`src/sv/edge_shrinking_box_average_macros.svh`:
```
// ---------------------------------------------------------------------------
// edge_shrinking_box_average assertion macros
// shared property forms for the box average block
// ---------------------------------------------------------------------------
`ifndef EDGE_SHRINKING_BOX_AVERAGE_MACROS_SVH
`define EDGE_SHRINKING_BOX_AVERAGE_MACROS_SVH

// same-cycle implication, off during reset
`define ESBA_ASSERT_IMP(lbl, ck, rst_n, ante, cons) \
	lbl: assert property (@(posedge ck) disable iff (!rst_n) (ante) |-> (cons)) \
		else $error("esba same-cycle check failed");

// next-cycle implication, off during reset
`define ESBA_ASSERT_NXT(lbl, ck, rst_n, ante, cons) \
	lbl: assert property (@(posedge ck) disable iff (!rst_n) (ante) |=> (cons)) \
		else $error("esba next-cycle check failed");

`endif

```
`src/sv/esba_pkg.sv`:
```
// ---------------------------------------------------------------------------
// esba_pkg
// types and fixed constants of the edge shrinking box average block
// ---------------------------------------------------------------------------
package esba_pkg;

	localparam int SAMPLE_W     = 16;
	localparam int AVG_W        = 16;
	localparam int WIDTH_REG_W  = 6;
	localparam int LENGTH_REG_W = 11;
	localparam int CFG_ADDR_W   = 1;
	localparam int CFG_DATA_W   = 11;

	localparam logic [CFG_ADDR_W-1:0] REG_WINDOW_WIDTH = 1'b0;
	localparam logic [CFG_ADDR_W-1:0] REG_VEC_LEN      = 1'b1;

	// divider retires this many quotient bits per cycle
	localparam int DIV_BITS_PER_CYCLE = 2;
	localparam int DIV_CYCLES         = AVG_W / DIV_BITS_PER_CYCLE;
	localparam int DIV_STEP_W         = (DIV_CYCLES > 1) ? $clog2(DIV_CYCLES) : 1;

	typedef struct packed {
		logic [WIDTH_REG_W-1:0]  window_width;
		logic [LENGTH_REG_W-1:0] vec_len;
	} cfg_t;

endpackage

```
`src/sv/esba_cfg.sv`:
```
// ---------------------------------------------------------------------------
// esba_cfg
// configuration register file, write only
// ---------------------------------------------------------------------------
module esba_cfg (
	input  logic                              clk,
	input  logic                              arst_n,
	input  logic                              cfg_wen,
	input  logic [esba_pkg::CFG_ADDR_W-1:0]   cfg_addr,
	input  logic [esba_pkg::CFG_DATA_W-1:0]   cfg_wdata,
	output esba_pkg::cfg_t                    cfg
);
	import esba_pkg::*;

	logic [WIDTH_REG_W-1:0]  window_width_q;
	logic [LENGTH_REG_W-1:0] vec_len_q;

	always_ff @(posedge clk or negedge arst_n) begin
		if (!arst_n) begin
			window_width_q <= WIDTH_REG_W'(1);
			vec_len_q      <= LENGTH_REG_W'(64);
		end else if (cfg_wen) begin
			case (cfg_addr)
				REG_WINDOW_WIDTH: begin
					window_width_q <= cfg_wdata[WIDTH_REG_W-1:0];
				end
				REG_VEC_LEN: begin
					vec_len_q <= cfg_wdata[LENGTH_REG_W-1:0];
				end
				default: begin
				end
			endcase
		end
	end

	assign cfg.window_width = window_width_q;
	assign cfg.vec_len      = vec_len_q;

endmodule

```
`src/sv/esba_mem.sv`:
```
// ---------------------------------------------------------------------------
// esba_mem
// recent sample store, one write and one registered read per cycle
// ---------------------------------------------------------------------------
module esba_mem #(
	parameter int DEPTH = 32,
	parameter int AW    = 5
) (
	input  logic                            clk,
	input  logic                            wen,
	input  logic [AW-1:0]                   waddr,
	input  logic [esba_pkg::SAMPLE_W-1:0]   wdata,
	input  logic [AW-1:0]                   raddr,
	output logic [esba_pkg::SAMPLE_W-1:0]   rdata
);
	import esba_pkg::*;

	logic [SAMPLE_W-1:0] mem_q [DEPTH];
	logic [SAMPLE_W-1:0] rdata_q;

	// read-first: a read and write of the same entry returns the old word
	always_ff @(posedge clk) begin
		rdata_q <= mem_q[raddr];
		if (wen) begin
			mem_q[waddr] <= wdata;
		end
	end

	assign rdata = rdata_q;

endmodule

```
`src/sv/esba_div.sv`:
```
// ---------------------------------------------------------------------------
// esba_div
// radix-4 restoring divider, window sum by window count
// ---------------------------------------------------------------------------
module esba_div #(
	parameter int CNT_W = 6
) (
	input  logic                                   clk,
	input  logic                                   arst_n,
	input  logic                                   start,
	input  logic [esba_pkg::AVG_W+CNT_W-1:0]       dividend,
	input  logic [CNT_W-1:0]                       divisor,
	output logic                                   busy,
	output logic [esba_pkg::AVG_W-1:0]             quotient
);
	import esba_pkg::*;

	localparam int SUM_W = AVG_W + CNT_W;

	logic                  busy_q;
	logic [DIV_STEP_W-1:0] step_q;
	logic [CNT_W-1:0]      rem_q;
	logic [AVG_W-1:0]      low_q;
	logic [CNT_W-1:0]      dvs_q;
	logic                  zero_q;
	logic [CNT_W-1:0]      rem_c;
	logic [AVG_W-1:0]      low_c;

	// the mean fits in AVG_W bits, so the upper dividend bits start as remainder
	always_comb begin
		logic [CNT_W:0] t;
		rem_c = rem_q;
		low_c = low_q;
		for (int i = 0; i < DIV_BITS_PER_CYCLE; i++) begin
			t     = {rem_c, low_c[AVG_W-1]};
			low_c = {low_c[AVG_W-2:0], 1'b0};
			if (t >= {1'b0, dvs_q}) begin
				t        = t - {1'b0, dvs_q};
				low_c[0] = 1'b1;
			end
			rem_c = t[CNT_W-1:0];
		end
	end

	always_ff @(posedge clk or negedge arst_n) begin
		if (!arst_n) begin
			busy_q <= 1'b0;
			step_q <= '0;
		end else if (start) begin
			busy_q <= 1'b1;
			step_q <= '0;
		end else if (busy_q) begin
			step_q <= step_q + DIV_STEP_W'(1);
			if (step_q == DIV_STEP_W'(DIV_CYCLES - 1)) begin
				busy_q <= 1'b0;
			end
		end
	end

	always_ff @(posedge clk) begin
		if (start) begin
			rem_q  <= dividend[SUM_W-1:AVG_W];
			low_q  <= dividend[AVG_W-1:0];
			dvs_q  <= divisor;
			zero_q <= (divisor == '0);
		end else if (busy_q) begin
			rem_q <= rem_c;
			low_q <= low_c;
		end
	end

	assign busy     = busy_q;
	assign quotient = zero_q ? '0 : low_q;

endmodule

```
`src/sv/edge_shrinking_box_average.sv`:
```
// ---------------------------------------------------------------------------
// edge_shrinking_box_average
// centered box average over a sample vector, window shrinks at both ends
// ---------------------------------------------------------------------------
// One sample word is taken at a time. The first (w+2)/2-1 samples of a vector only
// fill the window; every other sample is accepted, the running sum is updated (less
// the oldest sample, read from the sample memory, once the window is full), divided
// by the count in the radix-4 divider and loaded into the output register once that
// register is free. The last sample of a vector is followed by (w+2)/2-1 drain words,
// each with a sample memory read in place of the accept. Width and length are sampled
// at the first sample of each vector; the sample memory needs no clearing pass after
// reset. tlast marks the final average of each vector.
`include "edge_shrinking_box_average_macros.svh"

module edge_shrinking_box_average #(
	parameter int MAX_WINDOW = 32,
	parameter int MAX_LENGTH = 1024
) (
	input  logic                              clk,
	input  logic                              arst_n,
	input  logic                              cfg_wen,
	input  logic [esba_pkg::CFG_ADDR_W-1:0]   cfg_addr,
	input  logic [esba_pkg::CFG_DATA_W-1:0]   cfg_wdata,
	input  logic                              s_axis_tvalid,
	output logic                              s_axis_tready,
	input  logic [15:0]                       s_axis_tdata,  // [15:0] sample
	output logic                              m_axis_tvalid,
	input  logic                              m_axis_tready,
	output logic [15:0]                       m_axis_tdata,  // [15:0] average
	output logic                              m_axis_tlast   // vector_done
);
	import esba_pkg::*;

	localparam int CNT_W = $clog2(MAX_WINDOW + 1);
	localparam int SUM_W = SAMPLE_W + CNT_W;
	localparam int AW    = (MAX_WINDOW > 1) ? $clog2(MAX_WINDOW) : 1;
	localparam int LEN_W = $clog2(MAX_LENGTH + 1);
	localparam int POS_W = $clog2(MAX_LENGTH);
	localparam int CW    = (LEN_W > CFG_DATA_W) ? LEN_W : CFG_DATA_W;

	typedef enum logic [2:0] {
		S_IDLE,
		S_UPD,
		S_DIV,
		S_DRD,
		S_DSUB
	} state_t;

	cfg_t                cfg;
	state_t              state_q;
	logic [SAMPLE_W-1:0] sample_s1;
	logic [SUM_W-1:0]    sum_q;
	logic [CNT_W-1:0]    cnt_q;
	logic [POS_W-1:0]    pos_q;
	logic [AW-1:0]       wp_q;
	logic [AW-1:0]       rp_q;
	logic [CNT_W-1:0]    act_w_q;
	logic [CNT_W-1:0]    act_h_q;
	logic [LEN_W-1:0]    act_l_q;
	logic                last_q;
	logic [CNT_W-1:0]    drain_q;
	logic                m_tvalid_q;
	logic [AVG_W-1:0]    m_tdata_q;
	logic                m_tlast_q;

	logic [SAMPLE_W-1:0] mem_rdata;
	logic                s_accept;
	logic [AW-1:0]       wp_inc;
	logic [AW-1:0]       rp_inc;
	logic [CW-1:0]       len_c;
	logic [CW-1:0]       w_c;
	logic [CW-1:0]       h_c;
	logic [CW-1:0]       pe;
	logic [CW-1:0]       p1;
	logic                fill;
	logic                in_grow;
	logic                last_pos;
	logic [SUM_W-1:0]    sum_n;
	logic [CNT_W-1:0]    cnt_n;
	logic                div_start;
	logic                div_busy;
	logic                div_done;
	logic [AVG_W-1:0]    div_quot;
	logic                out_free;
	logic                out_load;
	logic                vec_start;
	logic                vec_clean;
	logic                final_load;
	logic                final_out;

	esba_cfg u_cfg (
		.clk       (clk),
		.arst_n    (arst_n),
		.cfg_wen   (cfg_wen),
		.cfg_addr  (cfg_addr),
		.cfg_wdata (cfg_wdata),
		.cfg       (cfg)
	);

	esba_mem #(
		.DEPTH (MAX_WINDOW),
		.AW    (AW)
	) u_mem (
		.clk   (clk),
		.wen   (s_accept),
		.waddr (wp_q),
		.wdata (s_axis_tdata),
		.raddr (rp_q),
		.rdata (mem_rdata)
	);

	esba_div #(
		.CNT_W (CNT_W)
	) u_div (
		.clk      (clk),
		.arst_n   (arst_n),
		.start    (div_start),
		.dividend (sum_n),
		.divisor  (cnt_n),
		.busy     (div_busy),
		.quotient (div_quot)
	);

	assign s_axis_tready = (state_q == S_IDLE);
	assign s_accept      = s_axis_tvalid && s_axis_tready;
	assign div_done      = !div_busy;
	assign out_free      = !m_tvalid_q || m_axis_tready;
	assign out_load      = (state_q == S_DIV) && div_done && out_free;

	assign wp_inc = (wp_q == AW'(MAX_WINDOW - 1)) ? '0 : wp_q + AW'(1);
	assign rp_inc = (rp_q == AW'(MAX_WINDOW - 1)) ? '0 : rp_q + AW'(1);

	// effective width, half width and length for a vector about to start
	always_comb begin
		logic [CW-1:0] vl;
		logic [CW-1:0] ww;
		logic [CW-1:0] w1;
		logic [CW-1:0] w2;
		vl = CW'(cfg.vec_len);
		ww = CW'(cfg.window_width);
		if (vl == '0) begin
			len_c = CW'(1);
		end else if (vl > CW'(MAX_LENGTH)) begin
			len_c = CW'(MAX_LENGTH);
		end else begin
			len_c = vl;
		end
		w1  = (ww == '0) ? CW'(1) : ww;
		w2  = (w1 > CW'(MAX_WINDOW)) ? CW'(MAX_WINDOW) : w1;
		w_c = (w2 > len_c) ? len_c : w2;
		h_c = (w_c + CW'(2)) >> 1;
	end

	always_comb begin
		pe       = CW'(pos_q);
		p1       = pe + CW'(1);
		fill     = p1 < CW'(act_h_q);
		in_grow  = pe < CW'(act_w_q);
		last_pos = p1 >= CW'(act_l_q);
		if (state_q == S_DSUB) begin
			sum_n = sum_q - SUM_W'(mem_rdata);
			cnt_n = cnt_q - CNT_W'(cnt_q != '0);
		end else if (in_grow) begin
			sum_n = sum_q + SUM_W'(sample_s1);
			cnt_n = cnt_q + CNT_W'(1);
		end else begin
			// oldest sample leaves as the new one comes in
			sum_n = sum_q + SUM_W'(sample_s1) - SUM_W'(mem_rdata);
			cnt_n = cnt_q;
		end
		div_start = ((state_q == S_UPD) && !fill) || (state_q == S_DSUB);
	end

	always_ff @(posedge clk or negedge arst_n) begin
		if (!arst_n) begin
			state_q    <= S_IDLE;
			sample_s1  <= '0;
			sum_q      <= '0;
			cnt_q      <= '0;
			pos_q      <= '0;
			wp_q       <= '0;
			rp_q       <= '0;
			act_w_q    <= CNT_W'(1);
			act_h_q    <= CNT_W'(1);
			act_l_q    <= LEN_W'(1);
			last_q     <= 1'b0;
			drain_q    <= '0;
			m_tvalid_q <= 1'b0;
			m_tdata_q  <= '0;
			m_tlast_q  <= 1'b0;
		end else begin
			if (m_tvalid_q && m_axis_tready && !out_load) begin
				m_tvalid_q <= 1'b0;
			end
			case (state_q)
				S_IDLE: begin
					if (s_axis_tvalid) begin
						sample_s1 <= s_axis_tdata;
						if (pos_q == '0) begin
							act_w_q <= w_c[CNT_W-1:0];
							act_h_q <= h_c[CNT_W-1:0];
							act_l_q <= len_c[LEN_W-1:0];
						end
						wp_q    <= wp_inc;
						state_q <= S_UPD;
					end
				end
				S_UPD: begin
					sum_q <= sum_n;
					cnt_q <= cnt_n;
					if (!in_grow) begin
						rp_q <= rp_inc;
					end
					pos_q   <= last_pos ? '0 : p1[POS_W-1:0];
					last_q  <= last_pos;
					drain_q <= last_pos ? act_h_q - CNT_W'(1) : '0;
					state_q <= fill ? S_IDLE : S_DIV;
				end
				S_DIV: begin
					if (out_load) begin
						m_tvalid_q <= 1'b1;
						m_tdata_q  <= div_quot;
						m_tlast_q  <= last_q && (drain_q == '0);
						if (drain_q != '0) begin
							state_q <= S_DRD;
						end else begin
							state_q <= S_IDLE;
							if (last_q) begin
								// vector finished, start the next one clean
								sum_q  <= '0;
								cnt_q  <= '0;
								wp_q   <= '0;
								rp_q   <= '0;
								last_q <= 1'b0;
							end
						end
					end
				end
				S_DRD: begin
					rp_q    <= rp_inc;
					state_q <= S_DSUB;
				end
				S_DSUB: begin
					sum_q   <= sum_n;
					cnt_q   <= cnt_n;
					drain_q <= drain_q - CNT_W'(1);
					state_q <= S_DIV;
				end
				default: begin
					state_q <= S_IDLE;
				end
			endcase
		end
	end

	assign m_axis_tvalid = m_tvalid_q;
	assign m_axis_tdata  = m_tdata_q;
	assign m_axis_tlast  = m_tlast_q;

	assign vec_start  = (state_q == S_IDLE) && (pos_q == '0);
	assign vec_clean  = (sum_q == '0) && (cnt_q == '0) && (wp_q == '0) && (rp_q == '0);
	assign final_load = out_load && last_q && (drain_q == '0);
	assign final_out  = (state_q == S_IDLE) && m_tvalid_q && m_tlast_q;

	`ESBA_ASSERT_IMP(a_cnt_within_width, clk, arst_n, state_q != S_IDLE, cnt_q <= act_w_q)
	`ESBA_ASSERT_IMP(a_clean_vector_start, clk, arst_n, vec_start, vec_clean)
	`ESBA_ASSERT_NXT(a_final_word_marked, clk, arst_n, final_load, final_out)

endmodule
```
`config.mk`:
```
export PLATFORM = sky130hd
export DESIGN_NAME = edge_shrinking_box_average
export DESIGN_NICKNAME = d
export VERILOG_FILES = /design/src/sv/esba_pkg.sv /design/src/sv/esba_cfg.sv /design/src/sv/esba_mem.sv /design/src/sv/esba_div.sv /design/src/sv/edge_shrinking_box_average.sv
export VERILOG_INCLUDE_DIRS = /design/src /design/src/sv
export SDC_FILE = /design/constraint.sdc
export NUM_CORES = 1
export LEC_CHECK = 0
export BUFFER_PORTS_ARGS = -buffer_cell sky130_fd_sc_hd__buf_2
export CORE_MARGIN = 5
export CORE_UTILIZATION = 25
export CTS_CLUSTER_SIZE = 14
export DETAILED_ROUTE_END_ITERATION = 7
export HOLD_SLACK_MARGIN = 0.08
export MAX_ROUTING_LAYER = met4
export SYNTH_ARGS = -nofsm -noshare
export SYNTH_HDL_FRONTEND = slang
export SYNTH_SLANG_ARGS = --single-unit
```
`constraint.sdc`:
```
create_clock -name clk -period 6.1 [get_ports clk]
set_clock_uncertainty 0.1 [all_clocks]
set_input_delay 1.22 -clock clk [delete_from_list [all_inputs] [get_ports clk]]
set_output_delay 1.22 -clock clk [all_outputs]
set_load 0.01 [all_outputs]
```
Word-level counts from Yosys, hierarchy flattened
Memories as Yosys holds them, arrays and structs flattened. A register that Yosys moved wholly into a read port is not among the register bits. Cells that the tools add are included.

$lt $le $gt $ge: 8. Mux-type cells: 56. $add $sub $neg: 14. Bitwise logic cells: 1. Reductions and logical operators: 38. Equal/unequal tests: 12.

Operators by type and width (number): $mux 22 (5); $mux 6 (12); $mux 16 (3); $pmux 22 s2 (1); $sub 22x16->22 (2); $mux 5 (7); $pmux 6 s2 (2); $add 22x16->22 (1); $mux 11 (2); $logic_not 6->1 (3); $pmux 3 s5 (1); $pmux 5 s3 (1); $ge 7x6->1 (2); $mux 1 (12); $mux 3 (4); $reduce_bool 6->1 (2); $sub 6x1->6 const B (2); $sub 6x6->6 (2); $add 10x1->11 const B (1); $ge 11x11->1 (1); $gt 11x11->1 const B (1); $gt 6x11->1 (1); $logic_not 11->1 (1); $lt 11x6->1 (1); 30 further kinds (59).

Input bits: 33. Memories: 1. Logic and storage cells: 153. Bits in registers: 165. Bits in writable memories: 512. Output and inout bits: 19.

Memories: u_mem.mem_q (depth 32, bits a word 16, rd ports 1, clocked after Yosys merged registers in 1, write ports 1, RTL line esba_mem.sv:18) `logic [SAMPLE_W-1:0] mem_q [DEPTH];`.

Longest topological paths before layout
Depth in word-level cells: 8. Gate-level depth with buffers: 20. Gate-level depth less buffers: 19.

By module
A second synthesis with hierarchy kept.

Cells, all modules: 2485. Area, all modules: 32665.1 um2.

Modules (own cells, without submodules): esba_mem (times used 1, cells each 1143, seq. area each 15695.1 um2, area an instance 20534.7 um2); edge_shrinking_box_average (times used 1, cells each 1116, seq. area each 2881.5 um2, area an instance 9317.7 um2); esba_div (times used 1, cells each 188, seq. area each 970.9 um2, area an instance 2100.8 um2); esba_cfg (times used 1, cells each 38, seq. area each 427.9 um2, area an instance 711.9 um2).

Least setup slack after synthesis
OpenSTA, ideal clock, no wires.

Kind: reg2reg. Start: reg u_div.dvs_q[1]. End: reg u_div.rem_q[2] (data pin). Data arrival time: 4238 ps. Stages on the path, launching flop included: 20. Library setup time: 261 ps. Clock period less this slack: 4599 ps. Required time: 5739 ps. Path buffers: 1. Setup slack: 1501 ps. Cell sequence: edfxtp_1 > inv_1 > ha_1 > nor2b_1 > o21ai_1 > a21boi_1 > or3_1 > a21oi_1 > mux2_2 > inv_1 > ha_1 > nor2b_1 > o21ai_1 > a21boi_1 > o21ai_0 > a21boi_1 > a2111oi_2 > buf_2 > o21ai_0 > a221o_1.

Word-level cells in the longest chain between the ends: 6. Elaborated cells between the ends (all ways): 8. Classes of those cells: 2 x add/sub; 2 x order compare; 4 x mux.

RTL lines: start, declared (RTL line esba_div.sv:24) `logic [CNT_W-1:0] dvs_q;`; start signal, assigned (RTL line esba_div.sv:64) `dvs_q <= divisor;`; $sub 6x6->6 / $ge 7x6->1 (equally long branches) (RTL line esba_div.sv:38, esba_div.sv:37); $mux 6 (RTL line esba_div.sv:37) `if (t >= {1'b0, dvs_q}) begin`; $sub 6x6->6 / $ge 7x6->1 (equally long branches) (RTL line esba_div.sv:38, esba_div.sv:37); $mux 6 * (RTL line esba_div.sv:37); $mux 6 * (RTL line esba_div.sv:66) `end else if (busy_q) begin`; $mux 6 * (RTL line esba_div.sv:61) `if (start) begin`; end signal, assigned (RTL line esba_div.sv:62) `rem_q <= dividend[SUM_W-1:AVG_W];`; end signal, assigned (RTL line esba_div.sv:67) `rem_q <= rem_c;`; end, declared (RTL line esba_div.sv:22) `logic [CNT_W-1:0] rem_q;`.

Mark *: on every way between the ends. The rest lies on a longest branch, timed or not. The select of a mux whose other input is x is not followed. A chain may end at the register's enable or synchronous reset.

Worst setup path after layout
Start: reg sum_q[6]. End: reg u_div.rem_q[5] (data pin).

Word-level cells in the longest chain between the ends: 5. Elaborated cells between the ends (all ways): 6. Classes of those cells: 3 x add/sub; 3 x mux.

RTL lines: start, declared (RTL line edge_shrinking_box_average.sv:52) `logic [SUM_W-1:0] sum_q;`; start signal, assigned (RTL line edge_shrinking_box_average.sv:209) `sum_q <= sum_n;`; start signal, assigned (RTL line edge_shrinking_box_average.sv:244) `sum_q <= sum_n;`; $add 22x16->22 (RTL line edge_shrinking_box_average.sv:164, edge_shrinking_box_average.sv:168); $sub 22x16->22 (RTL line edge_shrinking_box_average.sv:168) `sum_n = sum_q + SUM_W'(sample_s1) - SUM_W'(mem_rdata);`; $mux 22 (RTL line edge_shrinking_box_average.sv:163) `end else if (in_grow) begin`; $mux 22 * (RTL line edge_shrinking_box_average.sv:160) `if (state_q == S_DSUB) begin`; $mux 6 * (RTL line esba_div.sv:61).

Mark *: on every way between the ends. The rest lies on a longest branch, timed or not.

==> impl_metrics.yaml <==
status:
  status: "complete, no violations"
detailed_routing:
  vias: 19100
  drtAntennaViolNets: 0
  viasPerCell: 4.60
  wl_per_cell_um: 17.9
  drt-total-wl_um: 74300
  drcViolationCount: 0
  dr.pass1.iters: 5
  drt_iter0_markers: 1412
placed_design:
  post-place-ws_ns: 1.34
  placed_area_um2: 34300
  gp_congestion: 0.836
  io_buffers: 51
  dpl.hpwl_um: 48700
grt:
  grt_max_degree: 94
  grtUsageTotal_pct: 11.2
  grt_antenna_before_repair: 4
  overflow: 0
  grt_pass1_vias: 19300
  grt_first_pass_wirelength_um: 117000
pwr:
  max-vdd-ir-drop_mv: 0.271
  leakagePower_nw: 13.2
  powerDensity_nw_per_um2: 562
  power.total_mw: 20.8
  p_seq_share_pct: 31.2
  switchingPower_mw: 8.02
  pwr-share-comb_pct: 45.0
  sw_frac_of_total_pct: 38.5
  internal-power_mw: 12.8
  pwr-share-clk_pct: 23.8
worst_setup_path:
  r2r-start: "sum_q[6]"
  critPathLaunchType: "register"
  r2r_end: "u_div.rem_q[5]"
  cp_num_buf_inv: 0
  critPathLaunch: "sum_q[6]"
  reg2reg_depth: 16
  cp_slowest_cell: "a2111oi_0"
  cp_max_fo: 6
  crit_path_cell_trace: "ha_1 > a2111oi_0 > o21ai_1 > and2_1 > a21boi_0 > xnor2_1 > ha_1 > a21o_1 > a21oi_1 > nor3b_1 > a21boi_1 > a41oi_1 > nand4b_4 > nor3b_2 > xor2_1 > a221o_1"
  crit_family: "compound AO/OA/AOI/OAI gates"
  crit_type: "register to register"
  slowest_delay_ns: 0.42
  cp_common_cell: "ha_1"
  crit_required_ns: 6.39
  worst_setup_path_end_kind: "register"
  crit_arrival_ns: 5.13
  r2r_slack_ns: 1.26
worst_hold_path:
  min_from: "m_axis_tdata[1]"
  timing.hold.worst.class: "register to register"
  min_path_cells: 2
  holdPathEnd: "m_axis_tdata[1]"
yosys:
  netlist_area_um2: 31900
  synth_cells: 2338
  ys_top_cells_by_count: "541 x edfxtp_1, 211 x nand2_1, 131 x dfrtp_1"
  seq_area_frac_synth_pct: 62.7
  syn_avg_cell_area_um2: 13.6
  syn-num-nets: 2481
  synth_edf_count: 541
  synth_flop_cell: "edfxtp_1"
  synth-seq-cells: 693
  synthTopCellsByArea: "edfxtp_1 51%, dfrtp_1 10%, mux4_2 4.5%"
  synth.top_cell.area_share_pct: 51.0
  synth_most_common_cell: "edfxtp_1"
  synth.distinct_cells: 90
  synth_warnings: 0
  synth_top_area_cell: "edfxtp_1"
  synthArstFlopShare_pct: 19.6
timing:
  grt_setup_unrepaired: "no"
  max_freq_mhz: 207
  finalSetupViolations: 0
  tns_ns: 0
  min_period_ns: 4.84
  report.final.hold_viol_count: 0
  slew_headroom_pct: 26.0
  final_max_slew_viol_count: 0
  period_share_pct: 79.3
  setup_ws_ns: 1.26
  worst_pin_slew_ns: 1.11
floorplan:
  die_h_um: 367
  die_area_um2: 135000
  fp.dieW_um: 367
  coreArea_um2: 127000
  ios: 52
  rows: 131
  start_util_pct: 25.1
cells_and_area:
  areaGrowthSynthToFinish_pct: 16.2
  drive_above_1_share_pct: 16.7
  fin_nets: 2559
  nFillCells: 12800
  finish.instance_area_um2: 37000
cts:
  post-cts-setup-buffers: 0
  tritoncts_num_sinks: 693
  clockBufferDepth: 3
  root_buffer: "clkbuf_16"
  clkSlewWorstSetupHoldPaths_ns: 0.07
  cts_tree: "done"
  numCtsBuffers: 78
  clk_latency_ns: 0.65
  hold_buffers: 0
  cts-resized-gates: 0
  cts-htree-levels: 3
run:
  max_cap_violations: 0
## worst max-delay path by stage
stage	to	slack [ns]	cells past startpoint
floorplan	u_div.rem_q[2]	1.50	19
global placement	u_div.rem_q[3]	1.40	21
detailed placement	u_div.rem_q[3]	1.34	21
CTS	u_div.rem_q[3]	1.32	21
global route	u_div.rem_q[3]	0.92	21
finish	u_div.rem_q[5]	1.26	16
## power groups by stage
stage / logic (mW) / clock network (mW) / registers, mW
6_report: 9.37 / 4.96 / 6.49
5_1_grt: 10.4 / 5.28 / 6.60
4_1_cts: 9.37 / 5.08 / 6.50
3_5_place_dp: 9.31 / 0 / 6.59
3_3_place_gp: 9.24 / 0 / 6.57
2_1_floorplan: 7.20 / 0 / 6.26
## per-stage QoR
stage | hold slack, ns | cells | utilization, %
CTS | 0.379 | 4143 | 29.1
global route | 0.394 | 4144 | 29.1
detailed placement | 0.366 | 3998 | 26.9
finish | 0.370 | 4145 | 29.1
global placement | 0.357 | 3998 | 26.9
floorplan | 0.350 | 2338 | -
## kinds of logic (layout without fill, tap and decap cells)
logic type,count (synthesis),count (layout),share of synthesized area [%]
compound gates,501,501,10.2
xor+xnor,77,77,2.12
fa+ha+maj,110,110,4.44
buf+inv,194,337,2.36
flops,693,693,62.7
mux,255,255,10.8
other cells,0,2,0
simple gates,508,508,7.43
## sequential cells by signal, summed over array words and instances (netlist names), 6 cells and up
name / count
act_h_q: 6
cnt_q: 6
u_cfg.window_width_q: 6
u_div.low_q: 16
u_cfg.vec_len_q: 11
sum_q: 22
u_mem.rdata: 16
m_axis_tdata: 16
sample_s1: 16
u_div.dvs_q: 6
u_div.rem_q: 6
drain_q: 6
u_mem.mem_q: 512
act_w_q: 6
act_l_q: 11
pos_q: 10
## worst min-delay path, stage by stage, from the launching register on
cell	delay (ns)
dfrtp_1	0.33
nand2_1	0.04
o21ai_0	0.06
## layout make-up
type | instances | area (um^2) | share of cell area (%)
antenna | 2 | 5.00 | 0.0135
clock buffer | 101 | 2140 | 5.78
clock inverter | 44 | 617 | 1.67
inverter | 83 | 312 | 0.841
multi-input combinational | 1451 | 11200 | 30.2
sequential | 693 | 20000 | 53.9
tap | 1662 | 2080 | 5.61
timing repair buffer | 109 | 734 | 1.98
## layer usage
metal,up-vias,share of wire [%],wire [um],GRT usage (%)
li1,9044,-,-,-
met1,9561,48,35700,15.3
met2,364,46,34100,17.4
met3,88,4.5,3320,1.85
met4,0,1.7,1290,2.73
met5,-,0,0,-
## placed cells by master (no fill, tap or decap), types with 8 or more instances in the layout
cell,n
nand2_1,210
and3_1,12
mux2_2,78
xor2_1,31
buf_4,55
inv_1,82
clkinv_1,9
dfrtp_1,128
a211oi_1,8
a21oi_1,114
mux2i_1,112
clkbuf_16,80
clkbuf_1,15
o21ai_1,32
o22ai_1,22
ha_1,105
edfxtp_1,541
buf_2,50
nor2_1,109
nand3_1,42
a21o_1,25
xnor2_1,46
o31ai_1,15
nor2b_1,19
nand2b_1,32
o211ai_1,12
clkinv_2,11
or3_1,9
bufinv_16,10
o21a_1,20
o221ai_1,51
mux4_2,64
dfxtp_1,16
and2_1,9
nor3_1,23
o21ai_0,127
(Power assumes the default switching activity.)
